$ cat config.mk
export PLATFORM = sky130hd
export DESIGN_NAME = mandelbrot_attractor_classifier
export DESIGN_NICKNAME = d
export VERILOG_FILES = /design/src/hw/rtl/mac_pkg.sv /design/src/hw/rtl/mac_mul.sv /design/src/hw/rtl/mac_ctrl.sv /design/src/hw/rtl/mac_dpath.sv /design/src/hw/rtl/mandelbrot_attractor_classifier.sv
export SDC_FILE = /design/constraint.sdc
export NUM_CORES = 2
export LEC_CHECK = 0
export ABC_CLOCK_PERIOD_IN_PS = 15900
export BUFFER_PORTS_ARGS = -buffer_cell sky130_fd_sc_hd__buf_4
export CELL_PAD_IN_SITES_DETAIL_PLACEMENT = 1
export CELL_PAD_IN_SITES_GLOBAL_PLACEMENT = 1
export CORE_MARGIN = 2
export CORE_UTILIZATION = 50
export DETAILED_ROUTE_END_ITERATION = 10
export PLACE_DENSITY_LB_ADDON = 0.08
export SLEW_MARGIN = 20
export SYNTH_ARGS = -nofsm -noshare
export SYNTH_HDL_FRONTEND = slang
export SYNTH_HIERARCHICAL = 1
export SYNTH_SLANG_ARGS = --single-unit
export TNS_END_PERCENT = 1
$ cat constraint.sdc
create_clock -name clk -period 15.9 [get_ports clk]
set_input_delay 2.385 -clock clk [delete_from_list [all_inputs] [get_ports clk]]
set_output_delay 2.385 -clock clk [all_outputs]
set_load 0.1 [all_outputs]
$ cat src/hw/rtl/mac_pkg.sv
// types, constants and helpers shared by the attractor classifier modules
package mac_pkg;

	localparam int FRAC_BITS = 28;
	localparam int TWICE_SHIFT = FRAC_BITS - 1;
	localparam int ESC_SHIFT = 2 * FRAC_BITS;

	localparam logic signed [31:0] DERIV_ONE = 32'sh0100_0000;

	localparam logic [7:0] GRAY_INSIDE = 8'd220;
	localparam logic [7:0] GRAY_ESCAPED = 8'd255;

	localparam logic [1:0] CLASS_ESCAPED = 2'd0;
	localparam logic [1:0] CLASS_CYCLE = 2'd1;
	localparam logic [1:0] CLASS_LIMIT = 2'd2;

	localparam logic [2:0] CFG_START_RE = 3'd0;
	localparam logic [2:0] CFG_START_IM = 3'd1;
	localparam logic [2:0] CFG_PIXEL_STEP = 3'd2;
	localparam logic [2:0] CFG_ESCAPE_SQ = 3'd3;
	localparam logic [2:0] CFG_MAX_ITER = 3'd4;
	localparam logic [2:0] CFG_EPS_SQ = 3'd5;

	// setup phases
	localparam logic [3:0] PH_SET_RE = 4'd0;
	localparam logic [3:0] PH_SET_IM = 4'd1;
	localparam logic [3:0] PH_SET_LAST = 4'd2;

	// iteration phases, named after the product issued in that phase
	localparam logic [3:0] PH_DRE2 = 4'd0;
	localparam logic [3:0] PH_DIM2 = 4'd1;
	localparam logic [3:0] PH_ZRE2 = 4'd2;
	localparam logic [3:0] PH_ZIM2 = 4'd3;
	localparam logic [3:0] PH_DRE_ZRE = 4'd4;
	localparam logic [3:0] PH_DIM_ZIM = 4'd5;
	localparam logic [3:0] PH_DRE_ZIM = 4'd6;
	localparam logic [3:0] PH_DIM_ZRE = 4'd7;
	localparam logic [3:0] PH_ZRE_ZIM = 4'd8;
	localparam logic [3:0] PH_LAST = 4'd9;

	typedef enum logic [1:0] {
		ST_IDLE,
		ST_SETUP,
		ST_ITER,
		ST_FINISH
	} state_t;

	typedef struct packed {
		logic [10:0] column;
		logic [9:0] row;
	} pixel_t;

	typedef struct packed {
		logic [15:0] iterations;
		logic [1:0] point_class;
		logic [7:0] gray;
	} result_t;

	typedef struct packed {
		logic load;
		logic setup;
		logic iter;
		logic commit;
		logic [3:0] phase;
	} ctrl_t;

	typedef struct packed {
		logic cycle_hit;
		logic escaped;
	} stat_t;

	function automatic logic signed [31:0] sat32(input logic signed [65:0] v);
		logic signed [31:0] r;
		if (v > 66'sh0_7FFF_FFFF) begin
			r = 32'sh7FFF_FFFF;
		end else if (v < -66'sh0_8000_0000) begin
			r = 32'sh8000_0000;
		end else begin
			r = v[31:0];
		end
		return r;
	endfunction

endpackage

$ cat src/hw/rtl/mac_mul.sv
// shared signed 32x32 multiplier with registered product
module mac_mul (
	input  logic               clk,
	input  logic signed [31:0] op_a,
	input  logic signed [31:0] op_b,
	output logic signed [63:0] prod_q
);

	always_ff @(posedge clk) begin
		prod_q <= op_a * op_b;
	end

endmodule

$ cat src/hw/rtl/mac_ctrl.sv
// sequencer: phase counter, iteration count, decisions and result register
module mac_ctrl (
	input  logic            clk,
	input  logic            arst_n,
	input  logic            pixel_valid,
	output logic            pixel_ready,
	input  logic [15:0]     max_iter,
	input  mac_pkg::stat_t  st,
	output mac_pkg::ctrl_t  ctl,
	output logic            result_valid,
	input  logic            result_ready,
	output mac_pkg::result_t result
);

	mac_pkg::state_t state_q, state_d;
	logic [3:0] phase_q, phase_d;
	logic [15:0] n_q, n_d;
	logic [15:0] n_inc;
	logic fin_set;
	logic [15:0] fin_iter_q, fin_iter_d;
	logic [1:0] fin_cls_q, fin_cls_d;
	logic out_load;
	logic out_valid_q;
	mac_pkg::result_t res_q;

	assign n_inc = n_q + 16'd1;

	always_ff @(posedge clk or negedge arst_n) begin
		if (!arst_n) begin
			state_q <= mac_pkg::ST_IDLE;
			phase_q <= 4'd0;
			n_q <= 16'd0;
			out_valid_q <= 1'b0;
		end else begin
			state_q <= state_d;
			phase_q <= phase_d;
			n_q <= n_d;
			if (out_load) begin
				out_valid_q <= 1'b1;
			end else if (result_ready) begin
				out_valid_q <= 1'b0;
			end
		end
	end

	always_ff @(posedge clk) begin
		if (fin_set) begin
			fin_iter_q <= fin_iter_d;
			fin_cls_q <= fin_cls_d;
		end
		if (out_load) begin
			res_q.iterations <= fin_iter_q;
			res_q.point_class <= fin_cls_q;
			res_q.gray <= (fin_cls_q == mac_pkg::CLASS_ESCAPED) ?
				mac_pkg::GRAY_ESCAPED : mac_pkg::GRAY_INSIDE;
		end
	end

	always_comb begin
		state_d = state_q;
		phase_d = phase_q;
		n_d = n_q;
		fin_set = 1'b0;
		fin_iter_d = n_q;
		fin_cls_d = mac_pkg::CLASS_LIMIT;
		out_load = 1'b0;
		pixel_ready = 1'b0;
		ctl = '0;
		ctl.phase = phase_q;
		case (state_q)
			mac_pkg::ST_IDLE: begin
				pixel_ready = 1'b1;
				if (pixel_valid) begin
					ctl.load = 1'b1;
					phase_d = mac_pkg::PH_SET_RE;
					state_d = mac_pkg::ST_SETUP;
				end
			end
			mac_pkg::ST_SETUP: begin
				ctl.setup = 1'b1;
				if (phase_q == mac_pkg::PH_SET_LAST) begin
					phase_d = mac_pkg::PH_DRE2;
					n_d = 16'd0;
					if (max_iter == 16'd0) begin
						fin_set = 1'b1;
						fin_iter_d = 16'd0;
						fin_cls_d = mac_pkg::CLASS_LIMIT;
						state_d = mac_pkg::ST_FINISH;
					end else begin
						state_d = mac_pkg::ST_ITER;
					end
				end else begin
					phase_d = phase_q + 4'd1;
				end
			end
			mac_pkg::ST_ITER: begin
				ctl.iter = 1'b1;
				if (phase_q == mac_pkg::PH_LAST) begin
					phase_d = mac_pkg::PH_DRE2;
					if (st.cycle_hit) begin
						fin_set = 1'b1;
						fin_iter_d = n_q;
						fin_cls_d = mac_pkg::CLASS_CYCLE;
						state_d = mac_pkg::ST_FINISH;
					end else if (st.escaped) begin
						fin_set = 1'b1;
						fin_iter_d = n_q;
						fin_cls_d = mac_pkg::CLASS_ESCAPED;
						state_d = mac_pkg::ST_FINISH;
					end else begin
						ctl.commit = 1'b1;
						n_d = n_inc;
						if (n_inc == max_iter) begin
							fin_set = 1'b1;
							fin_iter_d = n_inc;
							fin_cls_d = mac_pkg::CLASS_LIMIT;
							state_d = mac_pkg::ST_FINISH;
						end
					end
				end else begin
					phase_d = phase_q + 4'd1;
				end
			end
			mac_pkg::ST_FINISH: begin
				if (!out_valid_q || result_ready) begin
					out_load = 1'b1;
					state_d = mac_pkg::ST_IDLE;
				end
			end
			default: begin
				state_d = mac_pkg::ST_IDLE;
			end
		endcase
	end

	assign result_valid = out_valid_q;
	assign result = res_q;

endmodule

$ cat src/hw/rtl/mac_dpath.sv
// datapath: operand select, accumulation, saturation and the z, d and c registers
module mac_dpath (
	input  logic               clk,
	input  mac_pkg::ctrl_t     ctl,
	input  mac_pkg::pixel_t    pixel,
	input  logic signed [31:0] start_re,
	input  logic signed [31:0] start_im,
	input  logic [30:0]        pixel_step,
	input  logic [3:0]         escape_sq,
	input  logic [47:0]        eps_sq,
	output logic signed [31:0] op_a,
	output logic signed [31:0] op_b,
	input  logic signed [63:0] prod_q,
	output mac_pkg::stat_t     st
);

	logic [10:0] col_q;
	logic [9:0] row_q;
	logic signed [31:0] cre_q, cim_q, zre_q, zim_q, dre_q, dim_q;
	logic signed [31:0] nzre_q, ndre_q, ndim_q;
	logic signed [63:0] acc_q, zdiff_q;
	logic [63:0] dsq_q, zsq_q;
	logic signed [31:0] c_re_new, c_im_new, nzre_new, ndre_new, ndim_new, nzim_new;
	logic signed [64:0] d_diff, d_sum;
	logic [63:0] esc_limit;

	always_comb begin
		op_a = zre_q;
		op_b = zim_q;
		if (ctl.setup) begin
			op_a = signed'({1'b0, pixel_step});
			case (ctl.phase)
				mac_pkg::PH_SET_RE: op_b = signed'({21'd0, col_q});
				default:            op_b = signed'({22'd0, row_q});
			endcase
		end else begin
			case (ctl.phase)
				mac_pkg::PH_DRE2: begin
					op_a = dre_q;
					op_b = dre_q;
				end
				mac_pkg::PH_DIM2: begin
					op_a = dim_q;
					op_b = dim_q;
				end
				mac_pkg::PH_ZRE2: begin
					op_a = zre_q;
					op_b = zre_q;
				end
				mac_pkg::PH_ZIM2: begin
					op_a = zim_q;
					op_b = zim_q;
				end
				mac_pkg::PH_DRE_ZRE: begin
					op_a = dre_q;
					op_b = zre_q;
				end
				mac_pkg::PH_DIM_ZIM: begin
					op_a = dim_q;
					op_b = zim_q;
				end
				mac_pkg::PH_DRE_ZIM: begin
					op_a = dre_q;
					op_b = zim_q;
				end
				mac_pkg::PH_DIM_ZRE: begin
					op_a = dim_q;
					op_b = zre_q;
				end
				default: begin
					op_a = zre_q;
					op_b = zim_q;
				end
			endcase
		end
	end

	assign c_re_new = mac_pkg::sat32(66'(start_re) + 66'(prod_q));
	assign c_im_new = mac_pkg::sat32(66'(start_im) + 66'(prod_q));
	assign d_diff = 65'(acc_q) - 65'(prod_q);
	assign d_sum = 65'(acc_q) + 65'(prod_q);
	assign ndre_new = mac_pkg::sat32(66'(d_diff >>> mac_pkg::TWICE_SHIFT));
	assign ndim_new = mac_pkg::sat32(66'(d_sum >>> mac_pkg::TWICE_SHIFT));
	assign nzre_new = mac_pkg::sat32(66'(zdiff_q >>> mac_pkg::FRAC_BITS) + 66'(cre_q));
	assign nzim_new = mac_pkg::sat32(66'(prod_q >>> mac_pkg::TWICE_SHIFT) + 66'(cim_q));
	assign esc_limit = 64'(escape_sq) << mac_pkg::ESC_SHIFT;

	assign st.cycle_hit = dsq_q < {16'd0, eps_sq};
	assign st.escaped = zsq_q > esc_limit;

	// each phase consumes the product issued in the phase before it
	always_ff @(posedge clk) begin
		if (ctl.load) begin
			col_q <= pixel.column;
			row_q <= pixel.row;
			dre_q <= mac_pkg::DERIV_ONE;
			dim_q <= 32'sd0;
		end
		if (ctl.setup) begin
			case (ctl.phase)
				mac_pkg::PH_SET_IM: begin
					cre_q <= c_re_new;
					zre_q <= c_re_new;
				end
				mac_pkg::PH_SET_LAST: begin
					cim_q <= c_im_new;
					zim_q <= c_im_new;
				end
				default: begin
				end
			endcase
		end
		if (ctl.iter) begin
			case (ctl.phase)
				mac_pkg::PH_DIM2: acc_q <= prod_q;
				mac_pkg::PH_ZRE2: dsq_q <= $unsigned(acc_q) + $unsigned(prod_q);
				mac_pkg::PH_ZIM2: acc_q <= prod_q;
				mac_pkg::PH_DRE_ZRE: begin
					zsq_q <= $unsigned(acc_q) + $unsigned(prod_q);
					zdiff_q <= acc_q - prod_q;
				end
				mac_pkg::PH_DIM_ZIM: begin
					acc_q <= prod_q;
					nzre_q <= nzre_new;
				end
				mac_pkg::PH_DRE_ZIM: ndre_q <= ndre_new;
				mac_pkg::PH_DIM_ZRE: acc_q <= prod_q;
				mac_pkg::PH_ZRE_ZIM: ndim_q <= ndim_new;
				mac_pkg::PH_LAST: begin
					if (ctl.commit) begin
						dre_q <= ndre_q;
						dim_q <= ndim_q;
						zre_q <= nzre_q;
						zim_q <= nzim_new;
					end
				end
				default: begin
				end
			endcase
		end
	end

endmodule

$ cat src/hw/rtl/mandelbrot_attractor_classifier.sv
// top level: configuration registers, sequencer, datapath and shared multiplier
// the single shared multiplier serves nine products per iteration, so a new pixel is
// taken only once the last result is loaded; pixel_ready is low while a pixel is in work
// reset: configuration returns to its defaults, sequencer idle, no result pending
module mandelbrot_attractor_classifier (
	input  logic             clk,
	input  logic             arst_n,
	input  logic             pixel_valid,
	output logic             pixel_ready,
	input  mac_pkg::pixel_t  pixel,
	output logic             result_valid,
	input  logic             result_ready,
	output mac_pkg::result_t result,
	input  logic             wr_en,
	input  logic [2:0]       wr_index,
	input  logic [47:0]      wr_data
);

	logic signed [31:0] start_re_q, start_im_q;
	logic [30:0] pixel_step_q;
	logic [3:0] escape_sq_q;
	logic [15:0] max_iter_q;
	logic [47:0] eps_sq_q;
	mac_pkg::ctrl_t ctl;
	mac_pkg::stat_t st;
	logic signed [31:0] op_a, op_b;
	logic signed [63:0] prod_q;

	always_ff @(posedge clk or negedge arst_n) begin
		if (!arst_n) begin
			start_re_q <= -32'sd536870912;
			start_im_q <= -32'sd301989888;
			pixel_step_q <= 31'd587202;
			escape_sq_q <= 4'd4;
			max_iter_q <= 16'd1000;
			eps_sq_q <= 48'd281474977;
		end else if (wr_en) begin
			case (wr_index)
				mac_pkg::CFG_START_RE:   start_re_q <= wr_data[31:0];
				mac_pkg::CFG_START_IM:   start_im_q <= wr_data[31:0];
				mac_pkg::CFG_PIXEL_STEP: pixel_step_q <= wr_data[30:0];
				mac_pkg::CFG_ESCAPE_SQ:  escape_sq_q <= wr_data[3:0];
				mac_pkg::CFG_MAX_ITER:   max_iter_q <= wr_data[15:0];
				mac_pkg::CFG_EPS_SQ:     eps_sq_q <= wr_data;
				default: begin
				end
			endcase
		end
	end

	mac_ctrl u_ctrl (
		.clk          (clk),
		.arst_n       (arst_n),
		.pixel_valid  (pixel_valid),
		.pixel_ready  (pixel_ready),
		.max_iter     (max_iter_q),
		.st           (st),
		.ctl          (ctl),
		.result_valid (result_valid),
		.result_ready (result_ready),
		.result       (result)
	);

	mac_dpath u_dpath (
		.clk        (clk),
		.ctl        (ctl),
		.pixel      (pixel),
		.start_re   (start_re_q),
		.start_im   (start_im_q),
		.pixel_step (pixel_step_q),
		.escape_sq  (escape_sq_q),
		.eps_sq     (eps_sq_q),
		.op_a       (op_a),
		.op_b       (op_b),
		.prod_q     (prod_q),
		.st         (st)
	);

	mac_mul u_mul (
		.clk    (clk),
		.op_a   (op_a),
		.op_b   (op_b),
		.prod_q (prod_q)
	);

`ifndef NO_ASSERTIONS
	a_busy_after_accept: assert property (@(posedge clk) disable iff (!arst_n)
		pixel_valid && pixel_ready |=> !pixel_ready)
		else $error("pixel_ready high right after a pixel beat");

	a_result_after_busy: assert property (@(posedge clk) disable iff (!arst_n)
		$rose(result_valid) |-> $past(!pixel_ready))
		else $error("result appeared without a pixel in work");

	a_gray_matches_class: assert property (@(posedge clk) disable iff (!arst_n)
		result_valid |-> ((result.gray == mac_pkg::GRAY_ESCAPED) ==
			(result.point_class == mac_pkg::CLASS_ESCAPED)))
		else $error("gray level does not match point class");

	a_no_commit_when_stopping: assert property (@(posedge clk) disable iff (!arst_n)
		ctl.commit |-> !st.cycle_hit && !st.escaped && ctl.iter)
		else $error("iteration committed after a stop condition");
`endif

endmodule

Word level (Yosys, flattened, before mapping)

Index checks and enable logic that the tools add are counted.
W data, S select, Z words.

Word-level logic and storage cells: 192
Input port bits: 77
Output and inout port bits: 28
Flip-flop bits (word level): 859

Multiply operators: 1
Equality and inequality tests: 25
Multiplexer cells: 79
Add/subtract/negate cells: 10
Order comparisons: 14
Reduce and logical (&&, ||, !) cells: 32

Operators by type and width:

| kind                    | count |
|---|---|
| $mux W32                | 29 |
| $gt A66 B32 Y1 const B  | 4 |
| $lt A66 B32 Y1 const B  | 4 |
| $pmux W32 S3            | 2 |
| $mux W16                | 10 |
| $add A32 B64 Y65        | 2 |
| $gt A38 B32 Y1 const B  | 2 |
| $lt A38 B32 Y1 const B  | 2 |
| $add A64 B64 Y65        | 1 |
| $sub A64 B64 Y65        | 1 |
| $add A64 B64 Y64        | 1 |
| $gt A64 B60 Y1          | 1 |
| $lt A64 B48 Y1          | 1 |
| $mul A32 B32 Y64        | 1 |
| $pmux W16 S2            | 2 |
| $sub A64 B64 Y64        | 1 |
| $add A37 B32 Y38        | 1 |
| $add A36 B32 Y37        | 1 |
| $reduce_and A2 Y1       | 16 |
| $mux W2                 | 10 |
| $mux W1                 | 18 |
| $add A16 B1 Y16 const B | 1 |
| $eq A16 B16 Y1          | 1 |
| $eq A4 B3 Y1 const B    | 4 |
| 29 further kinds        | 45 |

Depth between registers and ports, before layout

Depth in word-level cells: 9
Mapped depth: 38
Gate-level depth less buffers: 33

Cells and area by module

The synthesis kept the hierarchy.

By module, submodules not included:

| module                          | area each (um^2) | instances | cells each | seq. area each (um^2) |
|---|---|---|---|---|
| mac_dpath                       | 42640.9          | 1         | 5016       | 14844.2 |
| mac_mul                         | 37319.5          | 1         | 3908       | 1281.2 |
| mandelbrot_attractor_classifier | 6312.3           | 1         | 349        | 4130.2 |
| mac_ctrl                        | 3577.2           | 1         | 347        | 1686.6 |

Worst setup path before layout

OpenSTA, ideal clock, no wires.

Kind: reg-to-reg
Start: reg u_ctrl.phase_q[1]
End: reg u_mul.prod_q[61]
Data arrival time: 9423 ps
Buffers on the path: 4
Required time: 15834 ps
Period minus slack after synthesis: 9488 ps
Setup time: 66 ps
Cell stages (with the launch flop): 28
Path slack: 6412 ps
Cell sequence: dfrtp_1 clkbuf_1 nor4_1 clkbuf_1 clkbuf_1 nand2_1 a31oi_1 clkbuf_1 nand2_1 inv_1 fa_1 fa_1 fa_1 fa_1 inv_1 fa_1 inv_1 fa_1 fa_1 fa_1 ha_1 a21o_1 a211o_1 o31ai_2 o21a_4 o2111ai_4 a2111oi_0 nand4bb_1

Longest elaborated chain between the ends: 5
Elaborated cells on any way between the ends: 17
Those cells by class: mul (1); eq/ne (7); mux (5); reduce/logical (4)

Ends and longest elaborated chain:

| what                                                | RTL line                              | RTL |
|---|---|---|
| from (decl)                                         | mac_ctrl.sv:16                        | `logic [3:0] phase_q, phase_d;` |
| from (signal assigned)                              | mac_ctrl.sv:36                        | `phase_q <= phase_d;` |
| $eq A4 B2 Y1 / $eq A4 B3 Y1 (equally long branches) | mac_dpath.sv:37                       | `case (ctl.phase)` |
| $reduce_or A3 Y1 (no line)                          | --                                    |  |
| $pmux W32 S3                                        | mac_dpath.sv:37                       |  |
| $mux W32 (*)                                        | mac_dpath.sv:30                       | `if (ctl.setup) begin` |
| named net op_b[2]                                   | mandelbrot_attractor_classifier.sv:26 | `logic signed [31:0] op_a, op_b;` |
| $mul A32 B32 Y64 (*)                                | mac_mul.sv:10                         | `prod_q <= op_a * op_b;` |
| to (signal assigned)                                | mac_mul.sv:10                         |  |
| to (decl)                                           | mac_mul.sv:6                          | `output logic signed [63:0] prod_q` |

The timed path passes the listed nets; every way through them passes the cells marked *.
A chain may end at the register's enable or synchronous reset.

==> impl_metrics.yaml <==
layout:
  fin_nets: 11210
  mostFrequentLayoutCells: "inv_1, fa_1, nand2_1"
  final_common_cell: "inv_1"
  area_growth_pct: 7.301
  post-route-util: 0.5404
  drive_gt1_frac: 0.08368
  final_cell_count_no_fill: 11920
  nFillCells: 20170
clocking:
  postCtsSetupBuffers: 0
  tritoncts: "yes"
  numCtsBuffers: 97
  cts_hold_buffers: 0
  path_clk_slew_ps: 60
  cts_max_level: 3
  clock-sinks: 824
  root_buffer: "clkbuf_16"
  clock_latency_ps: 770
  cts_buffer_depth: 3
  cts_resized: 0
setup_path:
  crit_start: "u_ctrl/state_q[1]$_DFFE_PN0P_"
  arrival_ps: 11990
  cp_common_cell: "fa_1"
  endpoint_kind: "flip-flop"
  path_max_fanout: 61
  reg2reg_depth: 29
  rrSetupSlack_ps: 4520
  cp_slowest_stage_delay_ps: 910
  reg2reg_to: "u_mul/prod_q[62]$_DFF_P_"
  cp-start-kind: "flip-flop"
  worst-setup-path-type: "reg2reg"
  reg2reg_from: "u_ctrl/state_q[1]$_DFFE_PN0P_"
  cpMaxStageDelayCell: "fa_1"
  required_ps: 16510
sta:
  finalCritPeriodShare: 0.7156
  fin_ws_ps: 4522
  min_period_ps: 11380
  relSlewSlack: 0.2306
  setup_tns_ps: 0
  final-max-slew-violation-count: 0
  hold_viol: 0
  setup_viol: 0
  timing.fmax_mhz: 87.89
  finalClockSkew_ps: 87.59
  tightest_slew_ps: 1149
  rsz0062_at_grt: "false"
yosys:
  syn_area_um2: 89850
  ys.warnings.count: 6
  synth_top_cell_area_share: 0.2422
  netlist_instances: 9620
  synth-edff-count: 446
  postSynth.asyncResetShare: 0.2257
  ys_ff_latch: 824
  yosysSeqAreaShare: 0.2442
  synthTopCellsByArea: "fa_1, edfxtp_1, ha_1"
  synth_cell_type_count: 132
  synth_ff_type: "edfxtp_1"
  yosysTopAreaCell: "fa_1"
  syn_area_per_cell_um2: 9.340
floorplanning:
  coreArea_um2: 178400
  std_cell_rows: 155
  die_h_um: 427.9
  die-area_um2: 183100
  die_w_um: 427.9
  boundaryPins: 105
  initial_core_util: 0.5036
route:
  first_iter_violations: 5540
  wl_um: 337600
  drt_first_pass_iters: 7
  dr_total_vias: 73100
  vias_per_cell: 6.130
  remaining_drc_errors: 0
  avgRoutedWirePerCell_um: 28.31
  ant_nets: 0
place:
  pre_cts_slack_ps: 4766
  post-dp-hpwl_um: 266800
  port_buffers: 99
  placed_cells: 11730
  place.gp.congestion: 0.9947
global_routing:
  grt-ovfl-total: 0
  grt_pass1_vias: 78740
  grt_pass1_wl_um: 507400
  grt_max_degree: 98
  grt_use_total: 0.3687
  antenna_found_initial: 25
worst_hold_path:
  worstHoldPathCells: 0
  hold_start: "u_ctrl/fin_iter_q[11]$_DFFE_PP_"
  hp-class: "reg2reg"
  hold-path-endpoint: "u_ctrl/result[21]$_DFFE_PP_"
flow_run:
  maxCapViolations: 0
status:
  status: "completed"
[layer usage]
layer  track usage  vias up  share of wire
met1        0.4741    38110           0.40
li1              -    31730              -
met5             0        -              0
met3       0.05718      733          0.065
met2        0.5927     2526           0.46
met4        0.2140        0          0.069
[synthesized netlist by cell type (25+ instances only)]
cell type,count
mux2_1,62
nand2_1,1072
nor2_1,489
o31ai_1,47
a221o_1,25
buf_2,64
nand3_1,85
ha_1,570
o21bai_1,86
xor2_1,99
a21oi_2,31
edfxtp_1,446
a21oi_1,598
nor4_1,70
o21a_1,64
dfstp_2,41
mux2_2,75
nor3_2,32
and2_1,539
inv_1,1268
nand2b_1,127
clkbuf_1,381
nor3_1,85
dfxtp_1,192
a211oi_1,32
a22oi_1,31
and3_1,42
nor2b_1,41
or3_1,30
a31oi_1,65
o21ai_0,502
dfrtp_1,145
fa_1,1087
o211ai_1,51
xnor2_1,253
nand4_1,95
mux2_4,30
o21ai_1,41
a21o_1,182
[sequential cells by signal (all words and copies together) (netlist names), 36 cells and up]
| register | flops |
|---|---|
| u_dpath/acc_q | 64 |
| u_dpath/zsq_q | 64 |
| u_dpath/dsq_q | 64 |
| u_dpath/zdiff_q | 36 |
| eps_sq_q | 48 |
| u_mul/prod_q | 64 |
[per-stage QoR]
stage	area (um^2)	hold WS (ps)
floorplan	89860	400.3
global placement	92970	402.2
detailed placement	92970	407.5
CTS	96360	420.9
global route	96390	429.1
finish	96410	419.4
[worst max-delay path by stage]
| stage | to | slack [ps] |
|---|---|---|
| after CTS | u_mul/prod_q[62]$_DFF_P_ | 4680 |
| after detailed placement | u_mul/prod_q[62]$_DFF_P_ | 4770 |
| after floorplan | u_mul/prod_q[61]$_DFF_P_ | 6410 |
| after global placement | u_mul/prod_q[62]$_DFF_P_ | 5010 |
| after global routing | u_mul/prod_q[62]$_DFF_P_ | 4060 |
| final | u_mul/prod_q[62]$_DFF_P_ | 4520 |
[cells by family (layout without fill, tap and decap cells)]
| group | after synthesis | count (layout) | synth area share |
|---|---|---|---|
| AO/OA/AOI/OAI | 2008 | 2008 | 0.1426 |
| XOR/XNOR | 354 | 354 | 0.03474 |
| adder cells (fa/ha/maj) | 1657 | 1657 | 0.3216 |
| buffers and inverters | 1769 | 1705 | 0.07711 |
| flip-flops | 824 | 824 | 0.2442 |
| multiplexers | 174 | 174 | 0.02296 |
| other | 1 | 14 | 0.00004174 |
| AND/OR/NAND/NOR | 2833 | 2833 | 0.1568 |
[cell type report]
type / count / area (um^2) / area share
inverters: 1274 / 4782 / 0.04960
diodes: 9 / 22.52 / 0.0002336
clock inverters: 47 / 631.9 / 0.006554
clock buffers: 137 / 2755 / 0.02858
flip-flops and latches: 824 / 21940 / 0.2276
multi-input cells: 7031 / 61470 / 0.6376
repair buffers: 247 / 1861 / 0.01930
well taps: 2355 / 2947 / 0.03056
[critical path: cells and delay by family, from the launching register on]
kind	cells	cell delay, ps
adder cells (fa/ha/maj)	10	5470
flip-flops	1	430
AND/OR/NAND/NOR	3	860
buffers and inverters	9	2620
XOR/XNOR	1	160
AO/OA/AOI/OAI	6	1490
Power is left out: the tool's default activity adds up to more than one toggle a clock period on the data nets, which glitch-free logic cannot reach.
